[config.mk]
export PLATFORM = sky130hd
export DESIGN_NAME = gregorian_date_epoch_engine
export DESIGN_NICKNAME = d
export VERILOG_FILES = /design/src/rtl/core/gdee_pkg.sv /design/src/rtl/core/gregorian_date_epoch_engine.sv
export SDC_FILE = /design/constraint.sdc
export NUM_CORES = 1
export LEC_CHECK = 0
export ABC_AREA = 1
export ABC_CLOCK_PERIOD_IN_PS = 8000
export BUFFER_PORTS_ARGS = -buffer_cell sky130_fd_sc_hd__buf_2
export CAP_MARGIN = 10
export CORE_MARGIN = 4
export CORE_UTILIZATION = 40
export DETAILED_ROUTE_END_ITERATION = 16
export SKIP_CTS_REPAIR_TIMING = 1
export SLEW_MARGIN = 20
export SYNTH_ARGS = -nofsm -noshare
export SYNTH_HDL_FRONTEND = slang
export SYNTH_SLANG_ARGS = --single-unit
[constraint.sdc]
create_clock -name i_clk -period 8 [get_ports i_clk]
set_input_delay 0.4 -clock i_clk [delete_from_list [all_inputs] [get_ports i_clk]]
set_output_delay 0.4 -clock i_clk [all_outputs]
set_load 0.05 [all_outputs]
[src/rtl/core/gdee_pkg.sv]
package gdee_pkg;

    // Command codes carried on the opcode field.
    localparam logic [1:0] OP_READ  = 2'd0;
    localparam logic [1:0] OP_SET   = 2'd1;
    localparam logic [1:0] OP_ADD   = 2'd2;
    localparam logic [1:0] OP_EPOCH = 2'd3;

    // Configuration register indexes.
    localparam logic CFG_YEAR_MIN = 1'b0;
    localparam logic CFG_YEAR_MAX = 1'b1;

    localparam logic [11:0] EPOCH_YEAR   = 12'd1970;
    localparam logic [11:0] YEAR_MIN_RST = 12'd1970;
    localparam logic [11:0] YEAR_MAX_RST = 12'd2099;
    localparam logic [3:0]  LAST_MONTH   = 4'd12;

    // Residues of 1970 used to seed the leap-year counters.
    localparam logic [1:0] EPOCH_MOD4   = 2'd2;
    localparam logic [6:0] EPOCH_MOD100 = 7'd70;
    localparam logic [8:0] EPOCH_MOD400 = 9'd370;
    localparam logic [6:0] MOD100_LAST  = 7'd99;
    localparam logic [8:0] MOD400_LAST  = 9'd399;

    // 1970-01-01 was a Thursday (Monday is 0).
    localparam logic [2:0] EPOCH_WEEKDAY = 3'd3;

    // Day count of 4096-01-01; every valid date lies below it.
    localparam logic [20:0] DAY_LIMIT = 21'd776506;

    // Sequencer condition selects.
    localparam logic [2:0] C_NEVER  = 3'd0;
    localparam logic [2:0] C_YEQ    = 3'd1;
    localparam logic [2:0] C_DAYBAD = 3'd2;
    localparam logic [2:0] C_ADDOVF = 3'd3;
    localparam logic [2:0] C_ISADD  = 3'd4;
    localparam logic [2:0] C_REMLTY = 3'd5;
    localparam logic [2:0] C_MSTOP  = 3'd6;

    // Datapath actions.
    localparam logic [3:0] A_NOP    = 4'd0;
    localparam logic [3:0] A_CINIT  = 4'd1;
    localparam logic [3:0] A_CYEAR  = 4'd2;
    localparam logic [3:0] A_REJECT = 4'd3;
    localparam logic [3:0] A_MINIT  = 4'd4;
    localparam logic [3:0] A_CMONTH = 4'd5;
    localparam logic [3:0] A_CDAY   = 4'd6;
    localparam logic [3:0] A_FAIL   = 4'd7;
    localparam logic [3:0] A_LDSUM  = 4'd8;
    localparam logic [3:0] A_COMMIT = 4'd9;
    localparam logic [3:0] A_FINIT  = 4'd10;
    localparam logic [3:0] A_FYEAR  = 4'd11;
    localparam logic [3:0] A_FDAY   = 4'd12;
    localparam logic [3:0] A_FMONTH = 4'd13;
    localparam logic [3:0] A_DONE   = 4'd14;

    // Program step addresses.
    localparam logic [3:0] S_CINIT  = 4'd0;
    localparam logic [3:0] S_CY     = 4'd1;
    localparam logic [3:0] S_CCHK   = 4'd2;
    localparam logic [3:0] S_CMINIT = 4'd3;
    localparam logic [3:0] S_CM     = 4'd4;
    localparam logic [3:0] S_CD     = 4'd5;
    localparam logic [3:0] S_OVF    = 4'd6;
    localparam logic [3:0] S_DISP   = 4'd7;
    localparam logic [3:0] S_FINIT  = 4'd8;
    localparam logic [3:0] S_FY     = 4'd9;
    localparam logic [3:0] S_FMINIT = 4'd10;
    localparam logic [3:0] S_FM     = 4'd11;
    localparam logic [3:0] S_DONE   = 4'd12;

    // One control word: when the condition holds the true action and jump
    // are taken, otherwise the false ones.
    typedef struct packed {
        logic [2:0] cond;
        logic [3:0] act_t;
        logic [3:0] tgt_t;
        logic [3:0] act_f;
        logic [3:0] tgt_f;
    } t_uword;

    function automatic t_uword f_ucode(input logic [3:0] pc);
        t_uword w;
        unique case (pc)
            S_CINIT:  w = '{C_NEVER,  A_NOP,    S_CINIT,  A_CINIT,  S_CY};
            S_CY:     w = '{C_YEQ,    A_NOP,    S_CCHK,   A_CYEAR,  S_CY};
            S_CCHK:   w = '{C_DAYBAD, A_REJECT, S_CINIT,  A_NOP,    S_CMINIT};
            S_CMINIT: w = '{C_NEVER,  A_NOP,    S_CINIT,  A_MINIT,  S_CM};
            // The month walk toward a target date stops on a month match.
            S_CM:     w = '{C_YEQ,    A_NOP,    S_CD,     A_CMONTH, S_CM};
            S_CD:     w = '{C_NEVER,  A_NOP,    S_CINIT,  A_CDAY,   S_OVF};
            S_OVF:    w = '{C_ADDOVF, A_FAIL,   S_DONE,   A_NOP,    S_DISP};
            S_DISP:   w = '{C_ISADD,  A_LDSUM,  S_FINIT,  A_COMMIT, S_DONE};
            S_FINIT:  w = '{C_NEVER,  A_NOP,    S_CINIT,  A_FINIT,  S_FY};
            S_FY:     w = '{C_REMLTY, A_NOP,    S_FMINIT, A_FYEAR,  S_FY};
            S_FMINIT: w = '{C_NEVER,  A_NOP,    S_CINIT,  A_MINIT,  S_FM};
            S_FM:     w = '{C_MSTOP,  A_FDAY,   S_DONE,   A_FMONTH, S_FM};
            default:  w = '{C_NEVER,  A_NOP,    S_CINIT,  A_DONE,   S_CINIT};
        endcase
        return w;
    endfunction

    function automatic logic [4:0] f_mlen(input logic [3:0] m, input logic leap);
        logic [4:0] len;
        unique case (m)
            4'd4, 4'd6, 4'd9, 4'd11: len = 5'd30;
            4'd2:                    len = leap ? 5'd29 : 5'd28;
            default:                 len = 5'd31;
        endcase
        return len;
    endfunction

    // Weekday advanced by a delta of at most 31 days, modulo 7.
    function automatic logic [2:0] f_wd_add(input logic [2:0] wd, input logic [4:0] delta);
        logic [5:0] s;
        logic [5:0] r;
        s = {3'b000, wd} + {1'b0, delta};
        priority if (s >= 6'd35) begin
            r = s - 6'd35;
        end else if (s >= 6'd28) begin
            r = s - 6'd28;
        end else if (s >= 6'd21) begin
            r = s - 6'd21;
        end else if (s >= 6'd14) begin
            r = s - 6'd14;
        end else if (s >= 6'd7) begin
            r = s - 6'd7;
        end else begin
            r = s;
        end
        return r[2:0];
    endfunction

endpackage

[src/rtl/core/gregorian_date_epoch_engine.sv]
// Gregorian date engine. It holds one calendar date and runs one command
// word at a time: read, set date, add days, or set from a day count since
// 1970-01-01. A command word is taken at a rising edge where start is high
// and busy is low; busy then stays high until the result word is out.
// Each command returns one result word, shown for exactly one cycle with
// o_done high: the ok flag, the date held afterwards, its day count since
// 1970-01-01 and its weekday (0 Monday). The receiver cannot stall.
// A small microprogram drives the datapath. A date-to-count conversion
// walks year by year from 1970 to the target year and then month by month.
// A count-to-date conversion walks the same way. A set whose day is past
// the end of its month walks once to find that out and once more for the
// held date; add runs both conversions. The year walk is what sets the
// latency. The year limits are written over the i_cfg port; the user must
// write them only while the block is idle, as the block does not enforce it.
// Reset loads 1970-01-01, year limits 1970 and 2099, and leaves the block
// idle with no result pending.
module gregorian_date_epoch_engine (
    input  logic        i_clk,
    input  logic        i_rst_n,
    input  logic        start,
    output logic        busy,
    input  logic [1:0]  i_opcode,
    input  logic [4:0]  i_day_in,
    input  logic [3:0]  i_month_in,
    input  logic [11:0] i_year_in,
    input  logic [19:0] i_day_count,
    input  logic        i_cfg_we,
    input  logic        i_cfg_idx,
    input  logic [11:0] i_cfg_data,
    output logic        o_done,
    output logic        o_ok,
    output logic [4:0]  o_day_out,
    output logic [3:0]  o_month_out,
    output logic [11:0] o_year_out,
    output logic [19:0] o_epoch_days,
    output logic [2:0]  o_weekday
);

    // Configuration.
    logic [11:0] r_year_min;
    logic [11:0] r_year_max;

    // Held date.
    logic [4:0]  r_cur_day;
    logic [3:0]  r_cur_month;
    logic [11:0] r_cur_year;

    // Sequencer.
    logic        r_busy;
    logic [3:0]  r_pc;

    // Command context.
    logic        r_ok;
    logic        r_chk;
    logic        r_is_add;
    logic [19:0] r_cnt;
    logic [4:0]  r_td;
    logic [3:0]  r_tm;
    logic [11:0] r_ty;

    // Walk datapath.
    logic [11:0] r_y;
    logic [3:0]  r_m;
    logic [1:0]  r_y4;
    logic [6:0]  r_y100;
    logic [8:0]  r_y400;
    logic [19:0] r_acc;
    logic [19:0] r_rem;
    logic [2:0]  r_wd;

    gdee_pkg::t_uword w_uw;
    logic        w_leap;
    logic [8:0]  w_ylen;
    logic [4:0]  w_ylen_wd;
    logic [4:0]  w_mlen;
    logic [20:0] w_sum;
    logic        w_cond;
    logic [3:0]  w_act;
    logic [3:0]  w_tgt;
    logic        w_accept;
    logic        w_set_ok;

    assign busy     = r_busy;
    assign w_accept = start && !r_busy;

    // Year counters track y mod 4, 100 and 400 so the leap test needs no divider.
    assign w_leap    = ((r_y4 == 2'd0) && (r_y100 != 7'd0)) || (r_y400 == 9'd0);
    assign w_ylen    = w_leap ? 9'd366 : 9'd365;
    assign w_ylen_wd = w_leap ? 5'd2 : 5'd1;
    assign w_mlen    = gdee_pkg::f_mlen(r_m, w_leap);
    assign w_sum     = {1'b0, r_acc} + {1'b0, r_cnt};

    // Checks on a set command that need no calendar walk.
    assign w_set_ok = (i_year_in >= gdee_pkg::EPOCH_YEAR) && (i_year_in >= r_year_min) &&
                      (i_year_in <= r_year_max) && (i_month_in >= 4'd1) &&
                      (i_month_in <= gdee_pkg::LAST_MONTH) && (i_day_in != 5'd0);

    always_comb begin
        w_uw = gdee_pkg::f_ucode(r_pc);
        unique case (w_uw.cond)
            gdee_pkg::C_NEVER:  w_cond = 1'b0;
            gdee_pkg::C_YEQ:    w_cond = (r_pc == gdee_pkg::S_CM) ? (r_m == r_tm)
                                                                   : (r_y == r_ty);
            gdee_pkg::C_DAYBAD: w_cond = r_chk &&
                                         (r_td > gdee_pkg::f_mlen(r_tm, w_leap));
            gdee_pkg::C_ADDOVF: w_cond = r_is_add && (w_sum >= gdee_pkg::DAY_LIMIT);
            gdee_pkg::C_ISADD:  w_cond = r_is_add;
            gdee_pkg::C_REMLTY: w_cond = (r_rem < {11'd0, w_ylen});
            gdee_pkg::C_MSTOP:  w_cond = (r_m == gdee_pkg::LAST_MONTH) ||
                                         (r_rem < {15'd0, w_mlen});
            default:            w_cond = 1'b0;
        endcase
        w_act = w_cond ? w_uw.act_t : w_uw.act_f;
        w_tgt = w_cond ? w_uw.tgt_t : w_uw.tgt_f;
    end

    // Control state.
    always_ff @(posedge i_clk) begin
        if (!i_rst_n) begin
            r_year_min  <= gdee_pkg::YEAR_MIN_RST;
            r_year_max  <= gdee_pkg::YEAR_MAX_RST;
            r_cur_day   <= 5'd1;
            r_cur_month <= 4'd1;
            r_cur_year  <= gdee_pkg::EPOCH_YEAR;
            r_busy      <= 1'b0;
            r_pc        <= gdee_pkg::S_CINIT;
            o_done      <= 1'b0;
        end else begin
            o_done <= 1'b0;
            if (i_cfg_we) begin
                if (i_cfg_idx == gdee_pkg::CFG_YEAR_MIN) begin
                    r_year_min <= i_cfg_data;
                end else begin
                    r_year_max <= i_cfg_data;
                end
            end
            if (w_accept) begin
                r_busy <= 1'b1;
                // An epoch-set within range goes straight to the count-to-date walk.
                if ((i_opcode == gdee_pkg::OP_EPOCH) &&
                    ({1'b0, i_day_count} < gdee_pkg::DAY_LIMIT)) begin
                    r_pc <= gdee_pkg::S_FINIT;
                end else begin
                    r_pc <= gdee_pkg::S_CINIT;
                end
            end else if (r_busy) begin
                r_pc <= w_tgt;
                unique case (w_act)
                    gdee_pkg::A_COMMIT: begin
                        r_cur_day   <= r_td;
                        r_cur_month <= r_tm;
                        r_cur_year  <= r_ty;
                    end
                    gdee_pkg::A_FDAY: begin
                        r_cur_day   <= r_rem[4:0] + 5'd1;
                        r_cur_month <= r_m;
                        r_cur_year  <= r_y;
                    end
                    gdee_pkg::A_DONE: begin
                        r_busy <= 1'b0;
                        o_done <= 1'b1;
                    end
                    default: begin
                    end
                endcase
            end
        end
    end

    // Datapath and result registers.
    always_ff @(posedge i_clk) begin
        if (w_accept) begin
            r_ok     <= 1'b1;
            r_chk    <= 1'b0;
            r_is_add <= (i_opcode == gdee_pkg::OP_ADD);
            r_cnt    <= i_day_count;
            r_rem    <= i_day_count;
            r_td     <= r_cur_day;
            r_tm     <= r_cur_month;
            r_ty     <= r_cur_year;
            unique case (i_opcode)
                gdee_pkg::OP_SET: begin
                    if (w_set_ok) begin
                        r_chk <= 1'b1;
                        r_td  <= i_day_in;
                        r_tm  <= i_month_in;
                        r_ty  <= i_year_in;
                    end else begin
                        r_ok <= 1'b0;
                    end
                end
                gdee_pkg::OP_EPOCH: begin
                    if ({1'b0, i_day_count} >= gdee_pkg::DAY_LIMIT) begin
                        r_ok <= 1'b0;
                    end
                end
                default: begin
                end
            endcase
        end else if (r_busy) begin
            unique case (w_act)
                gdee_pkg::A_CINIT, gdee_pkg::A_FINIT: begin
                    r_y    <= gdee_pkg::EPOCH_YEAR;
                    r_y4   <= gdee_pkg::EPOCH_MOD4;
                    r_y100 <= gdee_pkg::EPOCH_MOD100;
                    r_y400 <= gdee_pkg::EPOCH_MOD400;
                    r_wd   <= gdee_pkg::EPOCH_WEEKDAY;
                    r_acc  <= (w_act == gdee_pkg::A_CINIT) ? 20'd0 : r_rem;
                end
                gdee_pkg::A_CYEAR, gdee_pkg::A_FYEAR: begin
                    if (w_act == gdee_pkg::A_CYEAR) begin
                        r_acc <= r_acc + {11'd0, w_ylen};
                    end else begin
                        r_rem <= r_rem - {11'd0, w_ylen};
                    end
                    r_wd   <= gdee_pkg::f_wd_add(r_wd, w_ylen_wd);
                    r_y    <= r_y + 12'd1;
                    r_y4   <= r_y4 + 2'd1;
                    r_y100 <= (r_y100 == gdee_pkg::MOD100_LAST) ? 7'd0 : r_y100 + 7'd1;
                    r_y400 <= (r_y400 == gdee_pkg::MOD400_LAST) ? 9'd0 : r_y400 + 9'd1;
                end
                gdee_pkg::A_REJECT: begin
                    // The day is past the end of its month: keep the old date.
                    r_ok  <= 1'b0;
                    r_chk <= 1'b0;
                    r_td  <= r_cur_day;
                    r_tm  <= r_cur_month;
                    r_ty  <= r_cur_year;
                end
                gdee_pkg::A_MINIT: begin
                    r_m <= 4'd1;
                end
                gdee_pkg::A_CMONTH, gdee_pkg::A_FMONTH: begin
                    if (w_act == gdee_pkg::A_CMONTH) begin
                        r_acc <= r_acc + {15'd0, w_mlen};
                    end else begin
                        r_rem <= r_rem - {15'd0, w_mlen};
                    end
                    r_wd <= gdee_pkg::f_wd_add(r_wd, w_mlen);
                    r_m  <= r_m + 4'd1;
                end
                gdee_pkg::A_CDAY: begin
                    r_acc <= r_acc + {15'd0, r_td - 5'd1};
                    r_wd  <= gdee_pkg::f_wd_add(r_wd, r_td - 5'd1);
                end
                gdee_pkg::A_FAIL: begin
                    r_ok <= 1'b0;
                end
                gdee_pkg::A_LDSUM: begin
                    r_rem <= w_sum[19:0];
                end
                gdee_pkg::A_FDAY: begin
                    r_wd <= gdee_pkg::f_wd_add(r_wd, r_rem[4:0]);
                end
                gdee_pkg::A_DONE: begin
                    o_ok         <= r_ok;
                    o_day_out    <= r_cur_day;
                    o_month_out  <= r_cur_month;
                    o_year_out   <= r_cur_year;
                    o_epoch_days <= r_acc;
                    o_weekday    <= r_wd;
                end
                default: begin
                end
            endcase
        end
    end

endmodule
==> tab_implementation.tex, run 1 <==
\begin{tabular}{lr}
\hline
Metric & Value \\
\hline
\multicolumn{2}{l}{\textbf{Run status}} \\
Outcome & complete, no violations \\
\multicolumn{2}{l}{\textbf{Timing}} \\
Final cycle utilization of the critical path & 90.86\% \\
Setup repair after global routing missed its margin & no \\
Highest Clock Rate & 137.6 MHz \\
Number of endpoints with negative hold slack in the final report & 0 \\
Clk\_skew & 0.02175 ns \\
Aggregate negative setup slack & 0 ns \\
Setup violations, final & 0 \\
Transition time at the pin with the least slew margin & 1.105 ns \\
Count of final max-slew check failures & 0 \\
Tmin final & 7.269 ns \\
Worst hold-check slack & 0.04088 ns \\
Relative max-transition margin & 26.26\% \\
\multicolumn{2}{l}{\textbf{GRT}} \\
Total overflow reported by the global router & 0 \\
Number of antenna violations at the first check in global routing & 5 \\
Via count of the first global-routing pass & 13201 \\
Pin count of the biggest net entering global routing & 56 \\
Global Route Usage Sum & 20.31\% \\
Wire length of the first global-routing pass & 69200 µm \\
\multicolumn{2}{l}{\textbf{Floorplanning}} \\
Top Ports & 107 \\
Initial core utilization & 40.51\% \\
Std cell rows & 72 \\
Floorplan die width & 205.8 µm \\
Die span in y & 205.8 µm \\
Core region area & 38650 µm² \\
Die Outline Area & 42370 µm² \\
\multicolumn{2}{l}{\textbf{Route}} \\
Mean number of vias per cell & 5.110 \\
Number of routed nets with antenna violations & 0 \\
Mean routed wirelength per cell & 16.62 µm \\
Initial DRC Count & 923 \\
Total number of vias & 13454 \\
Total Routed Length & 43750 µm \\
Number of iterations in the first detailed-routing pass & 7 \\
Final routed DRC violation total & 0 \\
\multicolumn{2}{l}{\textbf{Clock network}} \\
Maximum level of the CTS H-tree & 1 \\
CTS clk-pin slew, worst paths & 0.06 ns \\
Num CTS Buffers & 29 \\
Library cell used as clock root buffer & sky130\_fd\_sc\_hd\_\_clkbuf\_16 \\
Total clock sinks & 235 \\
Clock latency on the worst-skew pair & 0.58 ns \\
Clock tree from TritonCTS & built \\
Number of buffers on the longest clock path & 3 \\
\multicolumn{2}{l}{\textbf{Worst setup path}} \\
Cell with the most instances on the worst path & sky130\_fd\_sc\_hd\_\_nand2\_1 \\
Highest cell delay on the worst timing path & 0.43 ns \\
Max Fanout on Critical Path & 14 \\
Arrival @ worst endpoint & 7.58 ns \\
Register-to-register path setup slack & 0.73 ns \\
Destination of the worst register-to-register timing path & r\_acc[18] \\
Endpoint class of the critical path & flip-flop \\
Worst R2R Path Depth & 45 \\
Data required time of the worst path & 8.31 ns \\
Crit path launch type & flip-flop \\
Origin of the critical flop-to-flop path & r\_y100[0] \\
Critical Path Slowest Stage Cell & sky130\_fd\_sc\_hd\_\_edfxtp\_1 \\
WS Path Type & flip-flop to flip-flop \\
\multicolumn{2}{l}{\textbf{Min path}} \\
Worst min-delay path class & primary input to flip-flop \\
Worst-case hold path end point & r\_cnt[17] \\
Hold path cells & 1 \\
Launch point of the worst hold path & i\_day\_count[17] \\
\multicolumn{2}{l}{\textbf{Logic synthesis}} \\
Synthesized area divided by synthesized cell count & 7.847 µm² \\
Largest area contributor in the netlist & sky130\_fd\_sc\_hd\_\_edfxtp\_1 \\
Post-synth ARST share & 0\% \\
Largest cells by area after synthesis & sky130\_fd\_sc\_hd\_\_edfxtp\_1, sky130\_fd\_sc\_hd\_\_nand2\_1, sky130\_fd\_sc\_hd\_\_dfxtp\_1, sky130\_fd\_sc\_hd\_\_ha\_1, sky130\_fd\_sc\_hd\_\_nor2\_1 \\
Dominant register cell in the synthesized netlist & sky130\_fd\_sc\_hd\_\_edfxtp\_1 \\
Gate count after technology mapping & 1995 \\
Number of warnings printed during yosys synthesis & 0 \\
Count of cell types in the netlist & 61 \\
Area share of the largest cell type after synthesis & 31.84\% \\
Syn nets & 2165 \\
Netlist area before placement & 15660 µm² \\
Count of state elements after synthesis & 235 \\
Number of enable-type register cells in the synthesized netlist & 166 \\
Sequential cell area fraction in the yosys report & 40.66\% \\
\multicolumn{2}{l}{\textbf{Pwr}} \\
Maximum vdd drop & 0.0001562 V \\
Lkg Pwr & 7.967 nW \\
Total power & 3.650 mW \\
PwrDens & 206.1 nW/µm² \\
\multicolumn{2}{l}{\textbf{Place}} \\
Final weighted congestion in routability-driven placement & 0.9213 \\
Detailed placement HPWL & 33110 µm \\
I/O Buffers & 106 \\
\multicolumn{2}{l}{\textbf{Finish}} \\
Most frequent cells in the layout & sky130\_fd\_sc\_hd\_\_nand2\_1, sky130\_fd\_sc\_hd\_\_inv\_1, sky130\_fd\_sc\_hd\_\_nor2\_1, sky130\_fd\_sc\_hd\_\_edfxtp\_1, sky130\_fd\_sc\_hd\_\_nand3\_1 \\
Leading cell type in the layout, fill and taps excluded & sky130\_fd\_sc\_hd\_\_nand2\_1 \\
Area Overhead vs Synth & 13.14\% \\
Total Nets Final & 2261 \\
Share of cells above drive strength 1 & 11.21\% \\
\multicolumn{2}{l}{\textbf{Run}} \\
Count of max-cap constraint violations & 0 \\
\hline
\end{tabular}
-- worst max-delay path: cells and delay by family, from the launching register on --
| family | cells | cell delay [ns] |
|---|---|---|
| AO/OA/AOI/OAI | 7 | 1.34 |
| AND/OR/NAND/NOR | 28 | 3.15 |
| flip-flops | 1 | 0.43 |
| adder cells (fa/ha/maj) | 5 | 1.41 |
| XOR/XNOR | 1 | 0.08 |
| buffers and inverters | 4 | 0.59 |
-- cell usage after synthesis (17+ instances only) --
master                     instances
sky130_fd_sc_hd__edfxtp_1        166
sky130_fd_sc_hd__xnor2_1          29
sky130_fd_sc_hd__nand3_1         143
sky130_fd_sc_hd__clkbuf_1         22
sky130_fd_sc_hd__o21ai_0          84
sky130_fd_sc_hd__o211ai_1         20
sky130_fd_sc_hd__ha_1            102
sky130_fd_sc_hd__nor3_1           21
sky130_fd_sc_hd__inv_1           252
sky130_fd_sc_hd__nand3b_1         17
sky130_fd_sc_hd__nand2_1         500
sky130_fd_sc_hd__a21oi_1          60
sky130_fd_sc_hd__dfxtp_1          69
sky130_fd_sc_hd__xor2_1           59
sky130_fd_sc_hd__nand4_1          31
sky130_fd_sc_hd__nor2_1          254
-- registers in the layout (all words and copies together) (netlist names), 18 cells and up --
signal	flops
o_epoch_days	20
r_acc	20
r_cnt	20
r_rem	20
w_uw	18
-- stage by stage --
| step | area [µm²] | std cells | utilization, % | setup WS, ns |
|---|---|---|---|---|
| after global placement | 16660 | 2578 | 43.12 | 1.025 |
| after floorplan | 15660 | 1995 | - | 2.112 |
| final | 17710 | 2633 | 45.83 | 0.7309 |
| after global routing | 17710 | 2633 | 45.83 | 0.07716 |
| after CTS | 17700 | 2632 | 45.81 | 0.7158 |
| after detailed placement | 16670 | 2578 | 43.14 | 0.7326 |
-- cell families after synthesis --
logic type / after synthesis / share of synthesized area (%)
AND/OR/NAND/NOR: 1028 / 28.53
adder cells (fa/ha/maj): 110 / 9.175
buffers and inverters: 310 / 7.944
XOR/XNOR: 88 / 4.923
flip-flops: 235 / 40.66
AO/OA/AOI/OAI: 224 / 8.760
-- layer usage --
layer	vias up	wire (µm)	track usage, %
met4	6	1090	4.872
met2	338	20540	34.94
met3	77	2232	3.089
met1	6278	19850	27.00
met5	-	39	0
li1	6755	-	-
-- how the worst max path moves through the flow --
stage | from | endpoint | slack, ns | depth (start not counted)
after CTS | r_y100[0] | r_acc[18] | 0.72 | 45
after global routing | r_y100[0] | r_acc[18] | 0.08 | 45
after global placement | r_y100[0] | r_acc[16] | 1.02 | 45
after floorplan | r_y100[0] | r_acc[16] | 2.11 | 42
final | r_y100[0] | r_acc[18] | 0.73 | 45
after detailed placement | r_y100[0] | r_acc[18] | 0.73 | 45
-- layout make-up --
class                      count  area (µm²)
tap                          518       648.1
fill                        3783       20940
sequential                   235        6366
antenna                        1       2.502
timing repair buffer         115       598.1
inverter                     260       975.9
clock buffer                  36       792.0
clock inverter                18       241.5
multi-input combinational   1450        8088
-- where the power goes --
group	switching, mW	leakage (nW)	internal (mW)
combinational	0.517	5.42	0.269
sequential	0.0682	2.05	1.39
clock	0.543	0.505	0.867
total	1.13	7.97	2.52
Power figures use the tool's default switching activity.
==> run 2, diff against run 1 <==
CELL_PAD_IN_SITES_DETAIL_PLACEMENT = 1   (was not set)
CELL_PAD_IN_SITES_GLOBAL_PLACEMENT = 1   (was not set)
PLACE_DENSITY_LB_ADDON = 0.1   (was not set)
SLEW_MARGIN = 40   (was 20)
==> run 2 against run 1 <==
  * Highest routed layer unchanged
  * Sequential power hardly changed
  * Critical path type unchanged
  * Sequential share of layout area is 0.091 points lower
  * Register-to-register slack hardly changed
  * Critical endpoint unchanged
  * Critical path depth stayed put
==> tab_implementation.tex, run 2 (synthesized netlist as in run 1, its figures left out) <==
\begin{tabular}{lr}
\hline
Metric & Value \\
\hline
\multicolumn{2}{l}{\textbf{Run status}} \\
Outcome & complete, no violations \\
\multicolumn{2}{l}{\textbf{Finish}} \\
Total Nets Final & 2266 (+0.22\%) \\
Final Non-Filler Cells & 2636 (+0.11\%) \\
Most frequent cells in the layout & sky130\_fd\_sc\_hd\_\_nand2\_1, sky130\_fd\_sc\_hd\_\_inv\_1, sky130\_fd\_sc\_hd\_\_nor2\_1, sky130\_fd\_sc\_hd\_\_edfxtp\_1, sky130\_fd\_sc\_hd\_\_nand3\_1 \\
Final antenna diode count & 0 (-1) \\
Share of cells above drive strength 1 & 11.47\% (+0.26 points) \\
Leading cell type in the layout, fill and taps excluded & sky130\_fd\_sc\_hd\_\_nand2\_1 \\
Area Overhead vs Synth & 13.43\% \\
\multicolumn{2}{l}{\textbf{Place}} \\
Detailed placement HPWL & 37710 µm (+14\%) \\
Worst Setup Slack post-DPL & 0.7232 ns (-0.009329 ns) \\
Final weighted congestion in routability-driven placement & 0.8974 (-2.6\%) \\
I/O Buffers & 106 (unchanged) \\
Post-Place Cells & 2581 (+0.12\%) \\
\multicolumn{2}{l}{\textbf{Floorplanning}} \\
Initial core utilization & 40.51\% (unchanged) \\
Die span in y & 205.8 µm (unchanged) \\
Core region area & 38650 µm² (unchanged) \\
Floorplan die width & 205.8 µm (unchanged) \\
Top Ports & 107 (unchanged) \\
Die Outline Area & 42370 µm² (unchanged) \\
Std cell rows & 72 (unchanged) \\
\multicolumn{2}{l}{\textbf{Timing}} \\
Highest Clock Rate & 137.8 MHz (+0.19\%) \\
Setup violations, final & 0 (unchanged) \\
Transition time at the pin with the least slew margin & 0.7708 ns (-0.3341 ns) \\
Count of final max-slew check failures & 0 (unchanged) \\
Relative max-transition margin & 48.49\% (+22 points) \\
Clk\_skew & 0.02717 ns (+0.005417 ns) \\
Tmin final & 7.255 ns (-0.01417 ns) \\
Number of endpoints with negative hold slack in the final report & 0 (unchanged) \\
Setup repair after global routing missed its margin & no \\
Final cycle utilization of the critical path & 90.69\% (-0.18 points) \\
Worst path setup slack after routing & 0.7451 ns (+0.01417 ns) \\
Aggregate negative setup slack & 0 ns (unchanged) \\
\multicolumn{2}{l}{\textbf{Run}} \\
Count of max-cap constraint violations & 0 (unchanged) \\
\multicolumn{2}{l}{\textbf{Worst setup path}} \\
WS Path Type & flip-flop to flip-flop \\
Arrival @ worst endpoint & 7.58 ns (about the same) \\
Crit path launch type & flip-flop \\
Critical Path Slowest Stage Cell & sky130\_fd\_sc\_hd\_\_edfxtp\_1 \\
Cell with the most instances on the worst path & sky130\_fd\_sc\_hd\_\_nand2\_1 \\
Highest cell delay on the worst timing path & 0.43 ns (about the same) \\
Largest delay contributor family on the critical path & simple AND/OR/NAND/NOR gates \\
Endpoint class of the critical path & flip-flop \\
Data required time of the worst path & 8.32 ns (about the same) \\
Number of buffers and inverters on the critical path & 4 (unchanged) \\
Max Fanout on Critical Path & 14 (unchanged) \\
\multicolumn{2}{l}{\textbf{Clock network}} \\
Num CTS Buffers & 31 (+6.9\%) \\
Maximum level of the CTS H-tree & 1 (unchanged) \\
Total clock sinks & 235 (unchanged) \\
Clock tree from TritonCTS & built \\
Clock latency on the worst-skew pair & 0.59 ns (about the same) \\
CTS clk-pin slew, worst paths & 0.06 ns (about the same) \\
Number of buffers on the longest clock path & 3 (unchanged) \\
Library cell used as clock root buffer & sky130\_fd\_sc\_hd\_\_clkbuf\_16 \\
\multicolumn{2}{l}{\textbf{Pwr}} \\
Total power & 3.724 mW (+2.0\%) \\
Lkg Pwr & 7.994 nW (+0.34\%) \\
Maximum vdd drop & 0.0001765 V (+13\%) \\
PwrDens & 209.7 nW/µm² (+1.8\%) \\
\multicolumn{2}{l}{\textbf{GRT}} \\
Number of antenna violations at the first check in global routing & 2 (-3) \\
Total overflow reported by the global router & 0 (unchanged) \\
Global Route Usage Sum & 23.30\% (+3.0 points) \\
Via count of the first global-routing pass & 14394 (+9.0\%) \\
Pin count of the biggest net entering global routing & 56 (unchanged) \\
Wire length of the first global-routing pass & 78410 µm (+13\%) \\
\multicolumn{2}{l}{\textbf{Min path}} \\
Worst min-delay path class & primary input to flip-flop \\
\multicolumn{2}{l}{\textbf{Route}} \\
Total Routed Length & 49500 µm (+13\%) \\
Mean routed wirelength per cell & 18.78 µm (+13\%) \\
Mean number of vias per cell & 5.217 (+2.1\%) \\
Final routed DRC violation total & 0 (unchanged) \\
Total number of vias & 13751 (+2.2\%) \\
Initial DRC Count & 687 (-26\%) \\
Number of routed nets with antenna violations & 0 (unchanged) \\
Number of iterations in the first detailed-routing pass & 7 (unchanged) \\
\hline
\end{tabular}
==> run 2: layout make-up <==
type	instances	area (µm²)
clock buffers	38	822.0
clock inverters	17	227.7
repair buffers	118	623.1
inverters	260	975.9
well taps	518	648.1
fillers	4787	20890
flip-flops and latches	235	6366
multi-input cells	1450	8094
==> run 2: where the power goes <==
group / internal [mW] / total [mW] / switching [mW]
clock network: 0.888 / 1.45 / 0.566
registers: 1.39 / 1.46 / 0.0713
logic: 0.272 / 0.812 / 0.541
total: 2.55 / 3.72 / 1.18
==> run 2: layer usage <==
metal | global-route usage, % | routed length [µm]
met5 | 0 | 20
met4 | 4.325 | 876
met3 | 2.947 | 1973
met2 | 41.84 | 24520
met1 | 30.39 | 22110
==> run 2: path summary, 6_finish.rpt <==
path / start / endpoint / slack (ns) / cells past startpoint
worst min-delay path: i_day_count[17] / r_cnt[17] / 0.03 / 1
worst min register to register: r_cur_year[11] / o_year_out[11] / 0.44 / 0
worst max-delay path: r_y100[0] / r_acc[18] / 0.75 / 45
worst max register to register: r_y100[0] / r_acc[18] / 0.75 / 45
==> run 2: through the flow <==
step	util (%)	instance area [µm²]	hold slack, ns
after global routing	45.95	17760	0.02098
after global placement	43.18	16690	0.4278
after CTS	45.94	17750	0.001647
after floorplan	-	15660	0.4003
final	45.95	17760	0.03158
after detailed placement	43.22	16700	0.4237
